File: src/design/sof_deframer_pkg.sv
// Package for the start-of-frame / length / checksum deframer.
// Holds field widths, byte codes, role and status codes and the phase type.
// No dependencies.
`timescale 1ns / 1ps

package sof_deframer_pkg;

  // Field widths
  localparam int unsigned BYTE_W   = 8;
  localparam int unsigned LEN_W    = 16;
  localparam int unsigned ROLE_W   = 3;
  localparam int unsigned ID_W     = 4;
  localparam int unsigned STATUS_W = 2;

  // Packed stream widths
  localparam int unsigned IN_TDATA_W  = 8;
  localparam int unsigned OUT_TDATA_W = 16;
  localparam int unsigned OUT_TUSER_W = ROLE_W;

  // Configuration port
  localparam int unsigned CFG_ADDR_W = 3;
  localparam int unsigned CFG_DATA_W = 32;
  localparam logic [CFG_ADDR_W-1:0] ADDR_LEN_LIMIT = 3'd0;
  localparam logic [LEN_W-1:0]      MAX_LEN_RESET  = 16'd256;

  // Frame byte codes
  localparam logic [BYTE_W-1:0] START_BYTE  = 8'h5A;
  localparam logic [BYTE_W-1:0] SUM_OK      = 8'hFF;
  localparam logic [LEN_W-1:0]  LEN_HI_MASK = 16'hFF00;

  // Byte roles
  typedef enum logic [ROLE_W-1:0] {
    ROLE_OUTSIDE = 3'd0,
    ROLE_START   = 3'd1,
    ROLE_ID      = 3'd2,
    ROLE_LEN_HI  = 3'd3,
    ROLE_LEN_LO  = 3'd4,
    ROLE_BODY    = 3'd5
  } role_t;

  // Frame status, meaningful on the closing word only
  typedef enum logic [STATUS_W-1:0] {
    ST_OK      = 2'd0,
    ST_BAD_SUM = 2'd1,
    ST_BAD_LEN = 2'd2,
    ST_TRUNC   = 2'd3
  } status_t;

  // Parser phase, one-hot
  typedef enum logic [4:0] {
    PH_HUNT   = 5'b00001,
    PH_ID     = 5'b00010,
    PH_LEN_HI = 5'b00100,
    PH_LEN_LO = 5'b01000,
    PH_BODY   = 5'b10000
  } phase_t;

endpackage

File: src/design/sof_length_checksum_deframer_core.sv
// An accepted input word passes the input register and then the output register on its way to out_*.
// One word per cycle while the output is not stalled; the only loop is the phase/sum update.
// A result held on a stalled output does not block an empty input register, which
// still takes one word and then holds it until the output moves.
// Reset (rst_n, synchronous, active low): hunt for start byte, sums and counts
// cleared, length limit = 256, both pipeline registers empty.
// Depends on sof_deframer_pkg.
`timescale 1ns / 1ps

module sof_length_checksum_deframer_core (
  input  logic        clk,
  input  logic        rst_n,
  // Input stream
  input  logic        in_tvalid,
  output logic        in_tready,
  input  logic [sof_deframer_pkg::IN_TDATA_W-1:0]  in_tdata,  // [7:0] rx_byte
  input  logic        in_tlast,                               // end_of_burst
  // Result stream
  output logic        out_tvalid,
  input  logic        out_tready,
  // [7:0] data_byte, [11:8] frame_id, [13:12] frame_status, [15:14] zero
  output logic [sof_deframer_pkg::OUT_TDATA_W-1:0] out_tdata,
  output logic [sof_deframer_pkg::OUT_TUSER_W-1:0] out_tuser, // [2:0] byte_role
  output logic        out_tlast,                              // frame_end
  // Configuration port
  input  logic        cfg_psel,
  input  logic        cfg_penable,
  input  logic        cfg_pwrite,
  input  logic [sof_deframer_pkg::CFG_ADDR_W-1:0] cfg_paddr,
  input  logic [sof_deframer_pkg::CFG_DATA_W-1:0] cfg_pwdata,
  output logic [sof_deframer_pkg::CFG_DATA_W-1:0] cfg_prdata,
  output logic        cfg_pready
);

  // Configuration register
  logic [sof_deframer_pkg::LEN_W-1:0] max_len_r;
  logic cfg_wr;

  assign cfg_pready = 1'b1;
  assign cfg_wr = cfg_psel && cfg_penable && cfg_pwrite && cfg_pready
                  && (cfg_paddr == sof_deframer_pkg::ADDR_LEN_LIMIT);

  always_ff @(posedge clk) begin
    if (!rst_n) begin
      max_len_r <= sof_deframer_pkg::MAX_LEN_RESET;
    end else if (cfg_wr) begin
      max_len_r <= cfg_pwdata[sof_deframer_pkg::LEN_W-1:0];
    end
  end

  always_comb begin
    cfg_prdata = '0;
    if (cfg_paddr == sof_deframer_pkg::ADDR_LEN_LIMIT) begin
      cfg_prdata = {{(sof_deframer_pkg::CFG_DATA_W-sof_deframer_pkg::LEN_W){1'b0}},
                    max_len_r};
    end
  end

  // Input register stage
  logic                                in_valid_r;
  logic [sof_deframer_pkg::BYTE_W-1:0] in_byte_r;
  logic                                in_eob_r;
  logic                                advance;

  assign advance   = in_valid_r && (!out_tvalid || out_tready);
  assign in_tready = !in_valid_r || advance;

  always_ff @(posedge clk) begin
    if (!rst_n) begin
      in_valid_r <= 1'b0;
    end else if (in_tready) begin
      in_valid_r <= in_tvalid;
    end
  end

  always_ff @(posedge clk) begin
    if (in_tready && in_tvalid) begin
      in_byte_r <= in_tdata[sof_deframer_pkg::BYTE_W-1:0];
      in_eob_r  <= in_tlast;
    end
  end

  // Frame state
  sof_deframer_pkg::phase_t            phase_r, phase_nxt;
  logic [sof_deframer_pkg::LEN_W-1:0]  remain_r, remain_nxt;
  logic [sof_deframer_pkg::BYTE_W-1:0] len_hi_r, len_hi_nxt;
  logic [sof_deframer_pkg::BYTE_W-1:0] sum_r, sum_nxt;
  logic [sof_deframer_pkg::ID_W-1:0]   id_r, id_nxt;

  // Per-word results
  sof_deframer_pkg::role_t             role;
  sof_deframer_pkg::status_t           status;
  logic                                fend;
  logic [sof_deframer_pkg::ID_W-1:0]   fid;
  logic [sof_deframer_pkg::LEN_W-1:0]  len;
  logic [sof_deframer_pkg::BYTE_W-1:0] sum_add;
  logic [sof_deframer_pkg::LEN_W-1:0]  remain_dec;

  assign sum_add    = sum_r + in_byte_r;
  assign remain_dec = remain_r - 16'd1;
  assign len = (({len_hi_r, 8'h00}) & sof_deframer_pkg::LEN_HI_MASK)
               | {8'h00, in_byte_r};

  // Next-state and result decode for the word in the input register
  always_comb begin
    phase_nxt  = phase_r;
    remain_nxt = remain_r;
    len_hi_nxt = len_hi_r;
    sum_nxt    = sum_r;
    id_nxt     = id_r;
    role       = sof_deframer_pkg::ROLE_OUTSIDE;
    status     = sof_deframer_pkg::ST_OK;
    fend       = 1'b0;

    case (phase_r)
      sof_deframer_pkg::PH_ID: begin
        role      = sof_deframer_pkg::ROLE_ID;
        id_nxt    = in_byte_r[sof_deframer_pkg::ID_W-1:0];
        sum_nxt   = sum_add;
        phase_nxt = sof_deframer_pkg::PH_LEN_HI;
      end
      sof_deframer_pkg::PH_LEN_HI: begin
        role       = sof_deframer_pkg::ROLE_LEN_HI;
        len_hi_nxt = in_byte_r;
        sum_nxt    = sum_add;
        phase_nxt  = sof_deframer_pkg::PH_LEN_LO;
      end
      sof_deframer_pkg::PH_LEN_LO: begin
        role    = sof_deframer_pkg::ROLE_LEN_LO;
        sum_nxt = sum_add;
        if (len >= max_len_r) begin
          fend      = 1'b1;
          status    = sof_deframer_pkg::ST_BAD_LEN;
          phase_nxt = sof_deframer_pkg::PH_HUNT;
        end else if (len == '0) begin
          // empty body: the length low byte closes the frame
          fend      = 1'b1;
          status    = (sum_add == sof_deframer_pkg::SUM_OK) ?
                      sof_deframer_pkg::ST_OK : sof_deframer_pkg::ST_BAD_SUM;
          phase_nxt = sof_deframer_pkg::PH_HUNT;
        end else begin
          remain_nxt = len;
          phase_nxt  = sof_deframer_pkg::PH_BODY;
        end
      end
      sof_deframer_pkg::PH_BODY: begin
        role       = sof_deframer_pkg::ROLE_BODY;
        sum_nxt    = sum_add;
        remain_nxt = remain_dec;
        if (remain_dec == '0) begin
          fend      = 1'b1;
          status    = (sum_add == sof_deframer_pkg::SUM_OK) ?
                      sof_deframer_pkg::ST_OK : sof_deframer_pkg::ST_BAD_SUM;
          phase_nxt = sof_deframer_pkg::PH_HUNT;
        end
      end
      default: begin
        phase_nxt = sof_deframer_pkg::PH_HUNT;
        if (in_byte_r == sof_deframer_pkg::START_BYTE) begin
          role      = sof_deframer_pkg::ROLE_START;
          sum_nxt   = '0;
          phase_nxt = sof_deframer_pkg::PH_ID;
        end
      end
    endcase

    // end of burst aborts a frame that is still open
    if (in_eob_r && !fend && (phase_nxt != sof_deframer_pkg::PH_HUNT)) begin
      fend      = 1'b1;
      status    = sof_deframer_pkg::ST_TRUNC;
      phase_nxt = sof_deframer_pkg::PH_HUNT;
    end
  end

  // frame id shows on id, length and body words only
  assign fid = (role == sof_deframer_pkg::ROLE_OUTSIDE || role == sof_deframer_pkg::ROLE_START)
               ? '0 : id_nxt;

  always_ff @(posedge clk) begin
    if (!rst_n) begin
      phase_r  <= sof_deframer_pkg::PH_HUNT;
      remain_r <= '0;
      len_hi_r <= '0;
      sum_r    <= '0;
      id_r     <= '0;
    end else if (advance) begin
      phase_r  <= phase_nxt;
      remain_r <= remain_nxt;
      len_hi_r <= len_hi_nxt;
      sum_r    <= sum_nxt;
      id_r     <= id_nxt;
    end
  end

  // Output register
  logic                                     out_valid_r;
  logic [sof_deframer_pkg::OUT_TDATA_W-1:0] out_data_r;
  logic [sof_deframer_pkg::OUT_TUSER_W-1:0] out_user_r;
  logic                                     out_last_r;

  always_ff @(posedge clk) begin
    if (!rst_n) begin
      out_valid_r <= 1'b0;
    end else if (advance) begin
      out_valid_r <= 1'b1;
    end else if (out_tready) begin
      out_valid_r <= 1'b0;
    end
  end

  always_ff @(posedge clk) begin
    if (advance) begin
      out_data_r <= {2'b00, status, fid, in_byte_r};
      out_user_r <= role;
      out_last_r <= fend;
    end
  end

  assign out_tvalid = out_valid_r;
  assign out_tdata  = out_data_r;
  assign out_tuser  = out_user_r;
  assign out_tlast  = out_last_r;

endmodule

File: config.mk
export PLATFORM = sky130hd
export DESIGN_NAME = sof_length_checksum_deframer_core
export DESIGN_NICKNAME = d
export VERILOG_FILES = /design/src/design/sof_deframer_pkg.sv /design/src/design/sof_length_checksum_deframer_core.sv
export SDC_FILE = /design/constraint.sdc
export NUM_CORES = 1
export LEC_CHECK = 0
export BUFFER_PORTS_ARGS = -buffer_cell sky130_fd_sc_hd__buf_2
export CAP_MARGIN = 20
export CORE_AREA = 2 2 113 115
export DETAILED_ROUTE_END_ITERATION = 10
export DIE_AREA = 0 0 115 117
export SETUP_SLACK_MARGIN = 0.3
export SYNTH_ARGS = -nofsm -noshare
export SYNTH_HDL_FRONTEND = slang
export SYNTH_SLANG_ARGS = --single-unit
File: constraint.sdc
create_clock -name clk -period 3.7 [get_ports clk]
set_input_delay 1.11 -clock clk [delete_from_list [all_inputs] [get_ports clk]]
set_output_delay 1.11 -clock clk [all_outputs]
set_load 0.02 [all_outputs]
# Word-level counts from Yosys, hierarchy flattened
# Index checks and enable logic that the tools add are counted.
[totals]
register_bits = 86
in_bits = 51
out_inout_bits = 55
word_cells = 79
[classes]
addsub = 2
n_lt_le_gt_ge = 1
n_eq_ne = 10
n_mux = 26
bitwise_logic = 1
n_reduce_logical = 24
[op_table]
columns = ["cell", "n"]
rows = [
  ["$mux W16", 3],
  ["$logic_not A16 Y1", 2],
  ["$pmux W16 S2", 1],
  ["$mux W5", 4],
  ["$pmux W5 S4", 1],
  ["$ge A16 B16 Y1", 1],
  ["$mux W8", 2],
  ["$or A16 B8 Y16", 1],
  ["$sub A16 B1 Y16 const B", 1],
  ["$pmux W3 S4", 1],
  ["$mux W1", 9],
  ["$add A8 B8 Y8", 1],
  ["$eq A8 B7 Y1 const B", 1],
  ["$eq A8 B8 Y1 const B", 1],
  ["$logic_and A1 B1 Y1", 7],
  ["$logic_not A3 Y1", 2],
  ["$reduce_bool A2 Y1", 3],
  ["$eq A5 B2 Y1 const B", 1],
  ["$eq A5 B3 Y1 const B", 1],
  ["$eq A5 B4 Y1 const B", 1],
  ["$eq A5 B5 Y1 const B", 1],
  ["$ne A5 B1 Y1 const B", 1],
  ["$mux W2", 2],
  ["$mux W4", 1],
  ["9 further kinds", 15],
]

# Logic depth before layout (Yosys ltp)
[logic_depth]
ltp_word = 9
mapped_depth = 12
ltp_nobuf = 10

# Worst setup path before layout
# OpenSTA, ideal clock, no wires.
[synth_timing]
path_type = "input port to output port"
start = "input cfg_paddr[1] (netlist bit)"
end = "output cfg_prdata[10] (netlist bit)"
arrival_ns = 2.029
t_required_ns = 2.590
setup_slack_ns = 0.561
path_stages = 3
path_buffers = 1
path_cell_list = "nor3_1 -> clkbuf_1 -> and2_1"
[synth_between]
elab_chain_len = 2
[synth_lines]
columns = ["element", "line_no", "rtl"]
rows = [
  ["start: declaration", "sof_length_checksum_deframer_core.sv:29", "input logic [sof_deframer_pkg::CFG_ADDR_W-1:0] cfg_paddr,"],
  ["$logic_not A3 Y1", "sof_length_checksum_deframer_core.sv:53", "if (cfg_paddr == sof_deframer_pkg::ADDR_LEN_LIMIT) begin"],
  ["$mux W16", "sof_length_checksum_deframer_core.sv:53", ""],
  ["end: declaration", "sof_length_checksum_deframer_core.sv:31", "output logic [sof_deframer_pkg::CFG_DATA_W-1:0] cfg_prdata,"],
]
# No other way between the ends.

# Final worst setup path
[layout_timing]
start = "register in_byte_r[0] (netlist bit)"
end = "register remain_r[11] (netlist bit)"
[layout_between]
elab_chain_len = 4
word_cells_on_any_way = 6
classes_between = "order compare: 1; eq/ne: 2; bitwise: 1; reduce/logical: 2"
[layout_lines]
columns = ["element", "line_no", "rtl"]
rows = [
  ["start: declaration", "sof_length_checksum_deframer_core.sv:61", "logic [sof_deframer_pkg::BYTE_W-1:0] in_byte_r;"],
  ["start signal: assignment", "sof_length_checksum_deframer_core.sv:78", "in_byte_r <= in_tdata[sof_deframer_pkg::BYTE_W-1:0];"],
  ["$or A16 B8 Y16 *", "sof_length_checksum_deframer_core.sv:102", "| {8'h00, in_byte_r};"],
  ["$ge A16 B16 Y1 or $logic_not A16 Y1 (tied branches)", "sof_length_checksum_deframer_core.sv:131, sof_length_checksum_deframer_core.sv:135", ""],
  ["$ne A2 B2 Y1 (no line)", "-", ""],
  ["$reduce_and A4 Y1 (no line) *", "-", ""],
  ["end signal: assignment", "sof_length_checksum_deframer_core.sv:188", "remain_r <= remain_nxt;"],
  ["end: declaration", "sof_length_checksum_deframer_core.sv:85", "logic [sof_deframer_pkg::LEN_W-1:0] remain_r, remain_nxt;"],
]
# Every way passes the cells marked *; elsewhere a longest branch is shown, timed or not.
# A chain may end at the register's enable or synchronous reset.

==> key figures <==
STA
  • Fmax: 322.7 MHz
  • Setup TNS: 0 ns
  • Tcrit/Tclk final: 0.8374
  • Relative slew slack: 0.5365
  • Final Critical Period: 3.099 ns
  • Final hold vios: 0
  • Slew @ Worst Pin: 0.6889 ns
  • Setup ws final: 0.6014 ns
  • Fin. max-slew vios: 0
  • Unrepaired setup endpoints after global routing: no
  • Worst hold margin: 0.4683 ns
  • Skew final: 0.006105 ns
  • Final setup viols: 0

Pwr
  • Clock share of power: 0.458
  • Combinational share of power: 0.061
  • Worst VDD drop: 201.1 uV
  • Leakage: 2.306 nW
  • Internal power: 1.638 mW
  • Pwr/cell area: 376.7 mW/mm^2
  • Switching share of total power: 0.2161
  • Net Sw Power: 451.5 uW
  • Reg power frac: 0.482

Min path
  • Hold path startpoint: max_len_r[12]$_SDFFE_PN0P_
  • Hold Path Sink: max_len_r[12]$_SDFFE_PN0P_
  • Hold path depth: 2
  • Min-Delay Path Class: flip-flop to flip-flop

Clock tree
  • Clock-pin slew on the worst setup and hold paths: 0.06 ns
  • Clk sinks: 86
  • Clock buffer depth: 2
  • Worst-Skew Late Latency: 0.33 ns
  • Cts hold-fix bufs: 0
  • H-tree levels: 3
  • CTS tree: built
  • Root buffer cell: clkbuf_16
  • Postcts setup bufs: 0
  • Post-CTS resize count: 0
  • Num CTS Buffers: 9

Layout
  • Area of the multi-input gates: 0.002522 mm^2
  • Storage element area: 0.001992 mm^2
  • Layout cells sized above 1: 0.1611
  • Fin cells: 783
  • Syn-to-layout area delta: 15.38%
  • Fillers: 1231
  • Layout Nets: 705
  • ANT cells: 0

Placed design
  • DP Cell Count: 767
  • PortBufs: 70
  • Placer Congestion: 0.8432
  • DP Worst Slack: 0.6318 ns
  • Detailed Place HPWL: 8412 um

Floorplan
  • Die Wd: 115 um
  • FP Rows: 41
  • Die height: 117 um
  • IO Pins: 106
  • Die area: 0.01346 mm^2
  • Initial Utilization: 0.3904
  • Core box area: 0.01231 mm^2

Synthesis
  • Cell count after synthesis: 569
  • Fraction of registers with async set/reset: 0
  • Netlist cell types: 60
  • Sequential area share after synthesis: 0.4144
  • Synth area leader: dfxtp_1
  • Most frequent cell after synthesis: nand2_1
  • Synth top area share: 0.2457
  • Main flop type after synthesis: dfxtp_1
  • Number of synthesized flops with an enable pin: 27
  • Synthesized area: 0.004807 mm^2
  • Synthesized area per cell: 8.448 um^2
  • Top cells by count, synth: 90 x nand2_1, 62 x nor2_1, 59 x dfxtp_1
  • Cells taking the most area after synthesis: dfxtp_1 25%, edfxtp_1 17%, nand2_1 7.0%
  • Register bit total from synthesis: 86
  • Yosys Warn Count: 0

Setup path
  • CP Capture Type: flip-flop
  • Data arrival, critical path: 3.31 ns
  • Startpoint types: flip-flop
  • Worst-path maximum fanout: 9
  • Worst flop-to-flop path startpoint: in_byte_r[0]$_DFFE_PP_
  • Data required, critical path: 3.92 ns
  • Reg-to-Reg End: remain_r[11]$_SDFFE_PN0P_
  • Worst R2R Path Depth: 12
  • Setup CP Type: flip-flop to flip-flop
  • Flop2flop setup slack: 0.60 ns

Detailed routing
  • Post-DR wirelength/cell: 14.75 um
  • Via-to-Cell Ratio: 5.262
  • Initial drt markers: 219
  • Final antenna-violating net count: 0
  • DRC errors left: 0
  • Via Count: 4120
  • Post-Route WL: 11550 um
  • First-pass DRT Iterations: 4

Outcome
  • Status: complete, no violations

GRT
  • Number of global-route vias before repair: 3834
  • Global-route wire length before repair: 18920 um
  • Pin count of the biggest net entering global routing: 42
  • Overflow left after global routing: 0
  • Initial antenna violation count: 0
  • All-Layer GR Usage: 0.1785

Run
  • Max-cap violations: 0
## per-stage QoR
stage	area (um^2)	utilization	power, mW
2_1_floorplan	4871	-	1.114
3_3_place_gp	5230	0.4248	1.153
3_5_place_dp	5230	0.4248	1.155
4_1_cts	5547	0.4505	2.109
5_1_grt	5547	0.4505	2.167
6_report	5547	0.4505	2.090
## kinds of logic after synthesis
logic type / after synthesis / synth area share
muxes: 13 / 0.02707
DFF: 86 / 0.4144
xor gates and xnor gates: 12 / 0.02186
adders and majority gates: 26 / 0.06923
buffers and inverters: 72 / 0.07418
AOI/OAI and AO/OA: 123 / 0.1585
and+or+nand+nor: 235 / 0.2332
other: 2 / 0.001562
## state kept, by name, summed over array words and instances (netlist names)
name / flops
id_r: 4
in_byte_r: 8
in_eob_r: 1
in_valid_r: 1
len_hi_r: 8
max_len_r: 16
out_tdata: 14
out_tlast: 1
out_tuser: 3
out_tvalid: 1
phase_r: 5
remain_r: 16
sum_r: 8
## power by group through the flow
stage / clock, mW / combinational (mW) / sequential, mW
floorplan: 0 / 0.0805 / 1.03
CTS: 0.974 / 0.128 / 1.01
global route: 1.02 / 0.142 / 1.01
detailed placement: 0 / 0.127 / 1.03
finish: 0.956 / 0.127 / 1.01
global placement: 0 / 0.125 / 1.03
## metal layers
metal,GRT usage,share of wire
met5,0,0
met4,0.06265,0.022
met3,0.03038,0.051
met2,0.2957,0.46
met1,0.2370,0.46
## final cells by class
cell class	count	area share
Clock buffer	11	0.04376
Timing Repair Buffer	81	0.08031
Inverter	22	0.01489
Clock inverter	5	0.01331
Multi-Input combinational cell	428	0.4548
Tap cell	150	0.03384
Sequential cell	86	0.3591
## cell usage in the layout, fill, tap and decap left out, types with 8 or more instances in the layout
cell,count
nor4_1,9
conb_1,19
edfxtp_1,27
nor3_1,10
and2_1,18
o21ai_1,17
nand2_1,90
o21ai_0,12
a21oi_1,51
buf_4,10
mux2i_1,13
buf_2,70
inv_1,21
xnor2_1,10
ha_1,25
o211ai_1,8
nor2_1,62
dfxtp_1,59
a22oi_1,9
nand3_1,10
clkbuf_16,9
## critical path, stage by stage (launching register included)
cell and delay [ns]:
edfxtp_1 0.52, inv_1 0.26, ha_1 0.27, nand2b_1 0.14, a211oi_1 0.23, o211ai_1 0.13
a211oi_1 0.27, buf_4 0.19, a21o_1 0.20, nand3_1 0.25, buf_4 0.28, o21ai_1 0.14
a21oi_1 0.08
## worst max path at each step
stage                      startpoint                   endpoint  slack [ns]  cells past startpoint
5_1_grt        in_byte_r[0]$_DFFE_PP_  remain_r[14]$_SDFFE_PN0P_        0.37                     12
3_3_place_gp   in_byte_r[0]$_DFFE_PP_   remain_r[9]$_SDFFE_PN0P_        0.66                     12
4_1_cts        in_byte_r[0]$_DFFE_PP_  remain_r[15]$_SDFFE_PN0P_        0.61                     12
3_5_place_dp   in_byte_r[0]$_DFFE_PP_  remain_r[11]$_SDFFE_PN0P_        0.63                     12
2_1_floorplan            cfg_paddr[1]             cfg_prdata[10]        0.56                      3
6_report       in_byte_r[0]$_DFFE_PP_  remain_r[11]$_SDFFE_PN0P_        0.60                     12
Power figures use the tool's default switching activity.
